`config.mk`:
```
export PLATFORM = sky130hd
export DESIGN_NAME = dpp_cell
export DESIGN_NICKNAME = d
export VERILOG_FILES = /design/src/sv/dpp_pkg.sv /design/src/sv/dpp_cell.sv
export SDC_FILE = /design/constraint.sdc
export NUM_CORES = 1
export LEC_CHECK = 0
export ABC_AREA = 1
export BUFFER_PORTS_ARGS = -buffer_cell sky130_fd_sc_hd__buf_2
export CAP_MARGIN = 15
export CORE_MARGIN = 5
export CORE_UTILIZATION = 35
export CTS_CLUSTER_DIAMETER = 50
export DETAILED_ROUTE_END_ITERATION = 16
export GPL_TIMING_DRIVEN = 0
export PLACE_DENSITY_LB_ADDON = 0.12
export SYNTH_ARGS = -nofsm -noshare
export SYNTH_HDL_FRONTEND = slang
export SYNTH_SLANG_ARGS = --single-unit
```
`constraint.sdc`:
```
create_clock -name clk_i -period 6.96 [get_ports clk_i]
set_input_delay 0 -clock clk_i [delete_from_list [all_inputs] [get_ports clk_i]]
set_output_delay 0 -clock clk_i [all_outputs]
set_load 0.02 [all_outputs]
```
`src/sv/dpp_pkg.sv`:
```
// shared types, constants and codes of the dependency priority picker
`timescale 1ns / 1ps

package dpp_pkg;

  // table size default and fixed field widths
  localparam int unsigned MAX_NODES_DEF = 16;
  localparam int unsigned NODE_W        = 4;
  localparam int unsigned MASK_W        = 16;
  localparam int unsigned PRIO_W        = 32;
  localparam int unsigned DL_W          = 64;
  localparam int unsigned NIU_W         = 5;
  localparam int unsigned WIN_W         = 16;
  localparam int unsigned AMT_W         = 16;
  localparam int unsigned CFG_ADDR_W    = 2;
  localparam int unsigned CFG_DATA_W    = 16;
  // effective priority: signed base plus unsigned boost, never wraps
  localparam int unsigned EFF_W         = 34;

  // reset values of the configuration registers
  localparam logic [NIU_W-1:0] NIU_RST = NIU_W'(16);
  localparam logic [WIN_W-1:0] WIN_RST = WIN_W'(100);
  localparam logic [AMT_W-1:0] AMT_RST = AMT_W'(1000);

  // deadline value that means no deadline
  localparam logic [DL_W-1:0] NO_DEADLINE = {DL_W{1'b1}};

  // lowest base priority, widened; a pick must beat it strictly
  localparam logic signed [EFF_W-1:0] EFF_FLOOR =
    {{(EFF_W-PRIO_W){1'b1}}, 1'b1, {(PRIO_W-1){1'b0}}};

  // operation codes of an item
  typedef enum logic [2:0] {
    MODE_PRED     = 3'd0,
    MODE_PRIO     = 3'd1,
    MODE_DEADLINE = 3'd2,
    MODE_PICK     = 3'd3,
    MODE_RESTART  = 3'd4
  } dpp_mode_e;

  // result status codes
  typedef enum logic [1:0] {
    STATUS_OK       = 2'd0,
    STATUS_RANGE    = 2'd1,
    STATUS_NO_READY = 2'd2
  } dpp_status_e;

  // configuration register indexes
  typedef enum logic [CFG_ADDR_W-1:0] {
    REG_NODES  = 2'd0,
    REG_WINDOW = 2'd1,
    REG_AMOUNT = 2'd2
  } dpp_cfg_e;

  // table write command to one cell
  typedef struct packed {
    logic                     set_pred;
    logic                     set_prio;
    logic                     set_dl;
    logic [MASK_W-1:0]        mask;
    logic signed [PRIO_W-1:0] prio;
    logic [DL_W-1:0]          deadline;
  } dpp_wr_t;

  // values broadcast to every cell
  typedef struct packed {
    logic [DL_W-1:0]   cycle;
    logic [WIN_W-1:0]  window;
    logic [AMT_W-1:0]  amount;
    logic [MASK_W-1:0] pend;
  } dpp_env_t;

  // best candidate so far, handed along the chain
  typedef struct packed {
    logic                    valid;
    logic                    missed;
    logic signed [EFF_W-1:0] prio;
  } dpp_cand_t;

endpackage

```
`src/sv/dpp_cell.sv`:
```
// one table entry of the picker with its stage of the candidate chain
`timescale 1ns / 1ps

module dpp_cell #(
  parameter int unsigned IDX_W = 4,
  parameter int unsigned IDX   = 0
) (
  input  logic               clk_i,
  input  logic               rst_ni,
  input  dpp_pkg::dpp_wr_t   wr_i,
  input  logic               set_done_i,
  input  logic               clr_done_i,
  input  logic               active_i,
  input  dpp_pkg::dpp_env_t  env_i,
  input  dpp_pkg::dpp_cand_t cand_i,
  input  logic [IDX_W-1:0]   idx_i,
  output dpp_pkg::dpp_cand_t cand_o,
  output logic [IDX_W-1:0]   idx_o,
  output logic               done_o
);
  import dpp_pkg::*;

  logic [MASK_W-1:0]        pred_q;
  logic signed [PRIO_W-1:0] prio_q;
  logic [DL_W-1:0]          dl_q;
  logic                     done_q;

  logic                     elig_q, elig_d;
  logic                     missed_q, missed_d;
  logic signed [EFF_W-1:0]  eff_q, eff_d;
  dpp_cand_t                cand_q, cand_d;
  logic [IDX_W-1:0]         idx_q, idx_d;

  logic                     has_dl;
  logic [DL_W-1:0]          gap;
  logic                     near;
  logic [EFF_W-1:0]         boost_add;
  logic                     take;

  // entry storage
  always_ff @(posedge clk_i or negedge rst_ni) begin
    if (!rst_ni) begin
      pred_q <= '0;
      prio_q <= '0;
      dl_q   <= NO_DEADLINE;
      done_q <= 1'b0;
    end else begin
      if (wr_i.set_pred) begin
        pred_q <= wr_i.mask;
      end
      if (wr_i.set_prio) begin
        prio_q <= wr_i.prio;
      end
      if (wr_i.set_dl) begin
        dl_q <= wr_i.deadline;
      end
      if (clr_done_i) begin
        done_q <= 1'b0;
      end else if (set_done_i) begin
        done_q <= 1'b1;
      end
    end
  end

  // readiness, deadline boost and missed deadline of this entry
  always_comb begin
    has_dl    = (dl_q != NO_DEADLINE);
    gap       = dl_q - env_i.cycle;
    near      = has_dl && (gap < DL_W'(env_i.window));
    boost_add = near ? {{(EFF_W-AMT_W){1'b0}}, env_i.amount} : '0;
    eff_d     = EFF_W'(prio_q) + $signed(boost_add);
    missed_d  = has_dl && (env_i.cycle > dl_q);
    elig_d    = active_i && !done_q && ((pred_q & env_i.pend) == '0);
  end

  // compare against the incoming candidate, ties keep the lower index
  always_comb begin
    take   = elig_q && (eff_q > $signed(cand_i.prio));
    cand_d = cand_i;
    idx_d  = idx_i;
    if (take) begin
      cand_d.valid  = 1'b1;
      cand_d.missed = missed_q;
      cand_d.prio   = eff_q;
      idx_d         = IDX_W'(IDX);
    end
  end

  // chain stage and local scores
  always_ff @(posedge clk_i) begin
    elig_q   <= elig_d;
    missed_q <= missed_d;
    eff_q    <= eff_d;
    cand_q   <= cand_d;
    idx_q    <= idx_d;
  end

  assign cand_o = cand_q;
  assign idx_o  = idx_q;
  assign done_o = done_q;

endmodule

```
## After elaboration in Yosys (flattened, before gate mapping)

Cells that the tools add are included.

| storage, ports and cells | value |
|---|---|
| logic and storage cells | 30 |
| input bits | 272 |
| register bits after elaboration | 188 |

| cells by class | value |
|---|---|
| equality and inequality tests | 1 |
| reduce and logical (&&, ||, !) cells | 8 |
| bitwise operators | 1 |
| multiplexer cells | 4 |
| $lt $le $gt $ge | 3 |
| $add $sub $neg | 2 |

Operator list:

| cell | number |
|---|---|
| $gt A64 B64 Y1 | 1 |
| $lt A64 B16 Y1 | 1 |
| $ne A64 B64 Y1 const B | 1 |
| $sub A64 B64 Y64 | 1 |
| $mux W35 | 1 |
| $gt A33 B34 Y1 | 1 |
| $add A32 B17 Y33 | 1 |
| $and A16 B16 Y16 | 1 |
| $logic_not A16 Y1 | 1 |
| $mux W16 | 1 |
| $logic_and A1 B1 Y1 | 5 |
| $mux W1 | 2 |
| $reduce_bool A2 Y1 | 1 |
| $logic_not A1 Y1 | 1 |

## Logic depth before layout (Yosys ltp)

Gate-level depths: netlist (run 1).

| depth | value |
|---|---|
| word-level depth | 5 |
| gate-level depth with buffers | 41 |

## Worst setup path before layout (run 1)

No wires, ideal clock.

| timing | value |
|---|---|
| kind | reg2reg |
| start point | register dl_q[0] |
| end point | register eff_q[28] |
| setup time | 0.112 ns |
| stages on the path, launching flop included | 40 |
| arrival | 4.752 ns |
| path buffers | 1 |
| setup slack | 2.096 ns |
| cell sequence | dfstp_2 > inv_1 > ha_1 > inv_1 > fa_1 > nand3_1 > nor2_1 > o21bai_1 > nand2_2 > xor2_1 > ha_1 > nand2_1 > nor2_1 > a211oi_1 > nand2_1 > nor2_1 > nand2_1 > nor2_1 > [4 not listed] > nand2_2 > buf_6 > nor2_2 > ha_1 > fa_1 > nand3_1 > nand3_1 > a21oi_1 > o21ai_1 > nand3_1 > nand2_1 > nand2_1 > nand2_1 > a21boi_1 > nor3_1 > nand2_1 > nand2_1 > nand2_1 |

| on the way | value |
|---|---|
| word-level cells in the longest chain between the ends | 5 |

Ends and longest elaborated chain:

| element | line | source |
|---|---|---|
| start, declared | dpp_cell.sv:25 | `logic [DL_W-1:0] dl_q;` |
| start signal, assigned | dpp_cell.sv:55 | `dl_q <= wr_i.deadline;` |
| $sub A64 B64 Y64 | dpp_cell.sv:68 | `gap = dl_q - env_i.cycle;` |
| $lt A64 B16 Y1 | dpp_cell.sv:69 | `near = has_dl && (gap < DL_W'(env_i.window));` |
| $logic_and A1 B1 Y1 (*) | dpp_cell.sv:69 |  |
| $mux W16 (*) | dpp_cell.sv:70 | `boost_add = near ? {{(EFF_W-AMT_W){1'b0}}, env_i.amount} : '0;` |
| $add A32 B17 Y33 (*) | dpp_cell.sv:71 | `eff_d = EFF_W'(prio_q) + $signed(boost_add);` |
| named net eff_d[28] | dpp_cell.sv:30 | `logic signed [EFF_W-1:0] eff_q, eff_d;` |
| end signal, assigned | dpp_cell.sv:93 | `eff_q <= eff_d;` |
| end, declared | dpp_cell.sv:30 |  |

Mark *: on every way through the listed nets, which the timed path passes. The rest lies on a longest branch.
A chain may end at the register's enable or synchronous reset.

## Worst setup path after layout (run 1)

| timing | value |
|---|---|
| start point | register dl_q[0] |
| end point | register eff_q[32] (netlist name) |

| on the way | value |
|---|---|
| word-level cells in the longest chain between the ends | 5 |

Ends and longest elaborated chain:

| element | line |
|---|---|
| $sub A64 B64 Y64 | dpp_cell.sv:68 |
| $lt A64 B16 Y1 | dpp_cell.sv:69 |
| $logic_and A1 B1 Y1 (*) | dpp_cell.sv:69 |
| $mux W16 (*) | dpp_cell.sv:70 |
| $add A32 B17 Y33 (*) | dpp_cell.sv:71 |
| named net eff_d[32] | dpp_cell.sv:30 |

Marked as above.

==> results of run 1 <==
==> path summary, 6_finish.rpt <==
| check | from | endpoint | slack [ns] | depth (start not counted) |
|---|---|---|---|---|
| hold reg to reg | eff_q[23] | cand_o[23] | 0.48 | 2 |
| setup reg to reg | dl_q[0] | eff_q[32] | 0.75 | 37 |
| max in group asynchronous | rst_ni | dl_q[62] | 6.19 | 3 |
| setup / recovery | dl_q[0] | eff_q[32] | 0.75 | 37 |
| hold / removal | wr_i[114] | pred_q[2] | 0.02 | 2 |
| min in group asynchronous | rst_ni | prio_q[5] | 0.05 | 2 |
==> registers in the layout (all words and copies together) (netlist names) <==
name      cells
dl_q         64
missed_q      1
done_o        1
cand_o       36
pred_q       16
prio_q       32
idx_o         4
elig_q        1
eff_q        33
==> routing by layer <==
layer	share of wire	wire [um]	up-vias
met1	0.45	23170	6863
met3	0.054	2788	108
met2	0.45	23010	394
met5	0.00053	27	-
li1	-	-	8055
met4	0.043	2210	4
==> timing repair <==
item | CTS | global route
gates resized for setup | 0 | 1
endpoints found under the hold margin | 237 | 0
hold buffers | 159 | 0
setup endpoints to repair | 0 | 2
==> through the flow <==
| step | total power, mW | std cells | setup slack (ns) |
|---|---|---|---|
| after CTS | 3.670 | 3372 | 0.5385 |
| after global placement | 2.496 | 3180 | 0.5555 |
| after global routing | 3.895 | 3374 | 0.1105 |
| final | 3.622 | 3376 | 0.7484 |
| after detailed placement | 2.514 | 3181 | 0.5843 |
| after floorplan | 2.102 | 2286 | 2.096 |
==> cells in the final DEF, fill, tap and decap left out, types with 21 or more instances in the layout <==
cell	count
dfxtp_1	75
dfrtp_1	49
nand2_1	771
nor2_1	170
mux2_2	96
a21oi_1	82
dlygate4sd3_1	159
clkbuf_1	21
dfstp_2	64
inv_1	478
ha_1	129
nand3_1	101
nor3_1	27
xor2_1	38
buf_2	308
nand4_1	35
o21ai_0	31
==> cells by family after synthesis <==
logic type | share of synthesized area
XOR/XNOR | 0.02656
buffers and inverters | 0.1257
AND/OR/NAND/NOR | 0.3185
flip-flops | 0.2907
adder cells (fa/ha/maj) | 0.1090
multiplexers | 0.07126
AO/OA/AOI/OAI | 0.05831
==> worst max-delay path: cells and delay by family (launching register included) <==
kind | cells | cell delay, ns
AOI/OAI and AO/OA | 6 | 1.05
xor gates and xnor gates | 1 | 0.21
adders and majority gates | 5 | 1.20
buffers and inverters | 3 | 0.35
DFF | 1 | 0.37
and+or+nand+nor | 22 | 2.85
==> power by group <==
part	total, mW	leakage, nW	internal (mW)	switching, mW
registers	1.29	1.88	1.21	0.0746
logic	1.28	8.82	0.508	0.767
clock network	1.06	0.299	0.575	0.484
==> cell type report <==
type,instances,share of cell area
Multi-Input combinational cell,1592,0.4496
Sequential cell,188,0.2238
Timing Repair Buffer,469,0.1610
Inverter,480,0.09143
Tap cell,585,0.03715
Clock buffer,19,0.02197
Clock inverter,13,0.009334
Buffer,26,0.005334
Antenna cell,4,0.0005080
==> results.md, run 1 <==
* Status: finished, final reports clean
* Top-count cell post-synth: nand2_1
* Die W at 218.2 um
* Gr usage total at 0.2148
* Worst hold-check path type: input port to flop
* Final period util at 0.8925
* Avg WL per Cell at 15.17 um
* Post-synthesis cell type count at 46
* Clock-pin slew on the worst setup and hold paths at 0.08 ns
* Worst EP required at 7.29 ns
* Initial antenna violation count at 4
* WL final at 51210 um
* Port-buffer cells at 309
* Clock sink count at 188
* Ys Warns at 0
* Vias in the first global route at 15430
* Hold_ws at 0.01836 ns
* EDFF count, synth at 0
* Design area at 19710 um2
* Crit Path Max Fanout at 10
* Gate count of the mapped netlist at 2286
* Total CTS buffers at 17
* LEAKAGE at 11.00 nW
* Met2 usage at 0.3458
* I/O pins at 313
* Vias at 15420
* Fin. Hold Viols at 0
* Post-synth net total at 2689
* Post-Route Skew at 0.01691 ns
* Via/cell ratio at 4.569
* Area of the multi-input gates at 8859 um2
* Busiest grt layer: met2
* Dpl hpwl at 42960 um
* CP Capture Type: flop
* Max Buffers Root-to-Sink at 2
* Pins over their slew limit at 0
* Most frequent CP cell: nand3_1
* Critical path launch point type: flop
* Share of async-settable or async-resettable flops after synthesis at 0.6011
* Layout cell share with drive strength beyond 1 at 0.1941
* Post-synth top area cell: nand2_1
* Antenna Violating Nets Remaining at 0
* Area Growth Syn to Fin at 29.90%
* Relative slew slack at 0.4571
* Max_cap viols at 0
* Synthesis-stage register bit count at 188
* Die extent in y at 218.2 um
* FF+latch area at 4409 um2
* Synthesized area per cell at 6.636 um2
* Gr ovfl total at 0
* Ranking of synthesized cells by area: nand2_1 19%, inv_1 12%, dfstp_2 11%
* Post-synth top area share at 0.1908
* Final Setup Violations at 0
* Max VDD drop at 0.0001622 V
* Worst Tran Pin Value at 0.8144 ns
* Nets at 3177
* First-pass GRT wire length at 80160 um
* Largest net degree at the start of global routing at 69
* GR Layer Usage met3 at 0.04350
* Post-synth top cells: 771 x nand2_1, 478 x inv_1, 170 x nor2_1
* Initial Utilization at 0.3529
* Synth Flop Type: dfxtp_1
* CTS H-tree depth at 4
* Initial drt markers at 859
* Core box area at 42980 um2
* Die area at 47600 um2
* Worst-path cell with the longest stage delay: fa_1
* Met1 Usage GRT at 0.2785
* TritonCTS clock tree: done
* Fin Setup TNS at 0 ns
* Root buf cell: clkbuf_16
* FILL cells at 4609
* Mapped cell area at 15170 um2
* Timing-limited maximum frequency at 161.0 MHz
* Pwr/cell area at 183.8 nW/um2
* # DRC at 0
* CP Class: flop to flop
* Post-CTS Setup Bufs at 0
* Routability cong. at 0.9081
* Part of the Yosys area used for sequential elements at 0.2907
* Unrepaired setup endpoints after global routing: no
* Crit-path max cell delay at 0.40 ns
* Placement Rows at 76
* Post-DP Area at 17480 um2
* Crit path DAT at 6.54 ns
* Tmin final at 6.212 ns
* TritonRoute pass-1 iters at 5
* Clk Latency, worst-skew pair at 0.49 ns
* Final core occ at 0.4585
(Power assumes the default switching activity.)
==> inputs of run 2 (changes only) <==
Settings changed: CORE_UTILIZATION 35 to 49, PLACE_DENSITY from default to 0.73, PLACE_DENSITY_LB_ADDON 0.12 to default, SKIP_LAST_GASP from default to 1.
==> run 2 against run 1 <==
Sequential share of layout area is 0.28 points higher. First-iteration DRC count is 37% higher. Wire length is 1.4% lower. Worst hold slack better by 0.034 ns. Sequential power hardly changed. Via count is 4.0% higher. Largest cell class unchanged. Clock skew is 0.0031 ns higher. Critical path depth stayed put. Final cell count is 5.6% lower. Critical endpoint unchanged. Die area is 27% lower. Global-route usage is 7.3 points higher. Utilization is 18 points higher.
==> results.md, run 2 (same netlist as run 1, synthesis figures left out) <==
* Worst-path cell with the longest stage delay: fa_1
* Port-buffer cells at 309 (unchanged)
* Flop pwr share at 0.357 (about the same)
* First-pass GRT wire length at 78780 um (-1.7%)
* Max reg flops at 64 (unchanged)
* Clock network fraction of total power at 0.286 (-0.006)
* Internal power at 2.252 mW (-1.9%)
* Crit Path Max Fanout at 10 (unchanged)
* CTS H-tree depth at 4 (unchanged)
* # DRC at 0 (unchanged)
* Critical R2R Launch: dl_q[0]
* Initial Utilization at 0.4959 (+0.1430)
* NetSw at 1.359 mW (+2.5%)
* Reg2Reg Depth at 37 (unchanged)
* Core box area at 30590 um2 (-29%)
* Die area at 34580 um2 (-27%)
* Gr ovfl total at 0 (unchanged)
* Initial drt markers at 1174 (+37%)
* Worst Tran Pin Value at 0.8263 ns (+0.01195 ns)
* Vias at 16040 (+4.0%)
* Placement Rows at 64 (-16%)
* Layout cell share with drive strength beyond 1 at 0.1945 (+0.0003588)
* Tmin final at 6.252 ns (+0.04026 ns)
* Power Total at 3.611 mW (-0.31%)
* Die W at 186.0 um (-15%)
* Critical path launch point type: flop
* Relative slew slack at 0.4491 (-0.007964)
* FF+latch area at 4409 um2 (unchanged)
* Post-Route Skew at 0.02004 ns (+0.003124 ns)
* Clock-pin slew on the worst setup and hold paths at 0.08 ns (about the same)
* TritonRoute pass-1 iters at 6 (+1)
* Most frequent CP cell: nand3_1
* Total CTS buffers at 17 (unchanged)
* Max_cap viols at 0 (unchanged)
* Sw Ratio at 0.3763 (+0.01031)
* CP Class: flop to flop
* I/O pins at 313 (unchanged)
* Max VDD drop at 0.0001557 V (-4.0%)
* Initial antenna violation count at 2 (-2)
* Pins over their slew limit at 0 (unchanged)
* LEAKAGE at 11.00 nW (about the same)
* Crit-path max cell delay at 0.39 ns (about the same)
* Worst hold-check path type: input port to flop
* Unrepaired setup endpoints after global routing: no
* CP Capture Type: flop
* Vias in the first global route at 15920 (+3.2%)
* Status: finished, final reports clean
* Die extent in y at 186.0 um (-15%)
* FILL cells at 2764 (-40%)
* Area of the multi-input gates at 8859 um2 (unchanged)
* Reg with most FFs: dl_q
* Logic gate share of total power at 0.357 (+0.005)
* CP Capture Point: eff_q[32]
* Dpl hpwl at 40500 um (-5.7%)
* Final Setup Violations at 0 (unchanged)
* Most frequent cells in the layout: 771 x nand2_1, 478 x inv_1, 308 x buf_2
* TritonCTS clock tree: done
* Most common cell after layout, fill and taps aside: nand2_1
* Antenna Violating Nets Remaining at 0 (unchanged)
* Post-CTS Setup Bufs at 0 (unchanged)
* Hold Startpoint: wr_i[114]
* Fin Setup TNS at 0 ns (unchanged)
* Via/cell ratio at 5.034 (+10%)
* Critical path launch point: dl_q[0]
* Pwr/cell area at 185.5 nW/um2 (+0.94%)
* Fin. Hold Viols at 0 (unchanged)
* Avg WL per Cell at 15.85 um (+4.5%)
* Clock sink count at 188 (unchanged)
* Nets at 3177 (unchanged)
* R2R setup slack at 0.71 ns (-0.04 ns)
* Clk Latency, worst-skew pair at 0.46 ns (-0.03 ns)
* Crit path DAT at 6.52 ns (-0.02 ns)
* WL final at 50500 um (-1.4%)
* Timing-limited maximum frequency at 160.0 MHz (-0.64%)
* Worst EP required at 7.23 ns (-0.06 ns)
* Final period util at 0.8983 (+0.005784)
* Max Buffers Root-to-Sink at 2 (unchanged)
* Root buf cell: clkbuf_16
* Gr usage total at 0.2875 (+0.07269)
* Area Growth Syn to Fin at 28.29%
* Routability cong. at 0.9675 (+6.5%)
* FF-to-FF End: eff_q[32]
* Hold_ws at 0.05196 ns (+0.03360 ns)
* Largest net degree at the start of global routing at 66 (-4.3%)
==> run 2: changes by cell type in the layout (fill, tap and decap cells not counted), sizes merged <==
cell | before | now
diode | 4 | 3
clkinvlp | 1 | 0
bufinv | 3 | 1
clkinv | 4 | 5
inv | 485 | 487
==> run 2: layer usage <==
layer | share of wire | track usage | vias to the layer above
met2 | 0.46 | 0.4783 | 585
met3 | 0.076 | 0.04964 | 120
met1 | 0.43 | 0.3754 | 7267
met4 | 0.034 | 0.1067 | 2
met5 | 0.00026 | 0 | -
li1 | - | - | 8063
==> run 2: layout make-up <==
class	count	share of cell area
Timing Repair Buffer	469	0.1628
Buffer	26	0.005401
Multi-Input combinational cell	1592	0.4552
Antenna cell	3	0.0003858
Clock inverter	13	0.008872
Inverter	480	0.09258
Clock buffer	19	0.02276
Sequential cell	188	0.2266
Tap cell	396	0.02546
==> run 2: per-stage QoR <==
stage	setup slack, ns	cell area [um2]	std cells	utilization
6_report	0.7081	19460	3186	0.6362
5_1_grt	0.04737	19460	3184	0.6360
4_1_cts	0.5054	19450	3183	0.6358
3_5_place_dp	0.5415	17240	2992	0.5636
3_3_place_gp	0.6171	17210	2991	0.5627
2_1_floorplan	2.096	15170	2286	-
==> run 2: power groups by stage <==
stage	clock network, mW	logic [mW]	registers (mW)
after floorplan	0	0.805	1.30
after global placement	0	1.17	1.30
after detailed placement	0	1.19	1.31
after CTS	1.05	1.27	1.29
after global routing	1.10	1.45	1.30
final	1.03	1.29	1.29
==> run 2: worst min-delay path by stage <==
stage	to	cells after the start
6_report	pred_q[4]	2
3_3_place_gp	done_o	2
2_1_floorplan	done_o	0
3_5_place_dp	pred_q[2]	1
5_1_grt	pred_q[4]	2
4_1_cts	pred_q[4]	2
==> run 2: repair_timing <==
action,in CTS,in global routing
setup endpoints to repair,0,3
hold buffers,159,0
resized for setup,0,1
hold endpoints to repair,204,0
==> run 2: critical path, delay by kind of cell, from the launching register on <==
| kind | cells | cell delay [ns] |
|---|---|---|
| adders and majority gates | 5 | 1.20 |
| and+or+nand+nor | 22 | 2.82 |
| xor gates and xnor gates | 1 | 0.18 |
| DFF | 1 | 0.37 |
| AOI/OAI and AO/OA | 6 | 1.12 |
| buffers and inverters | 3 | 0.35 |
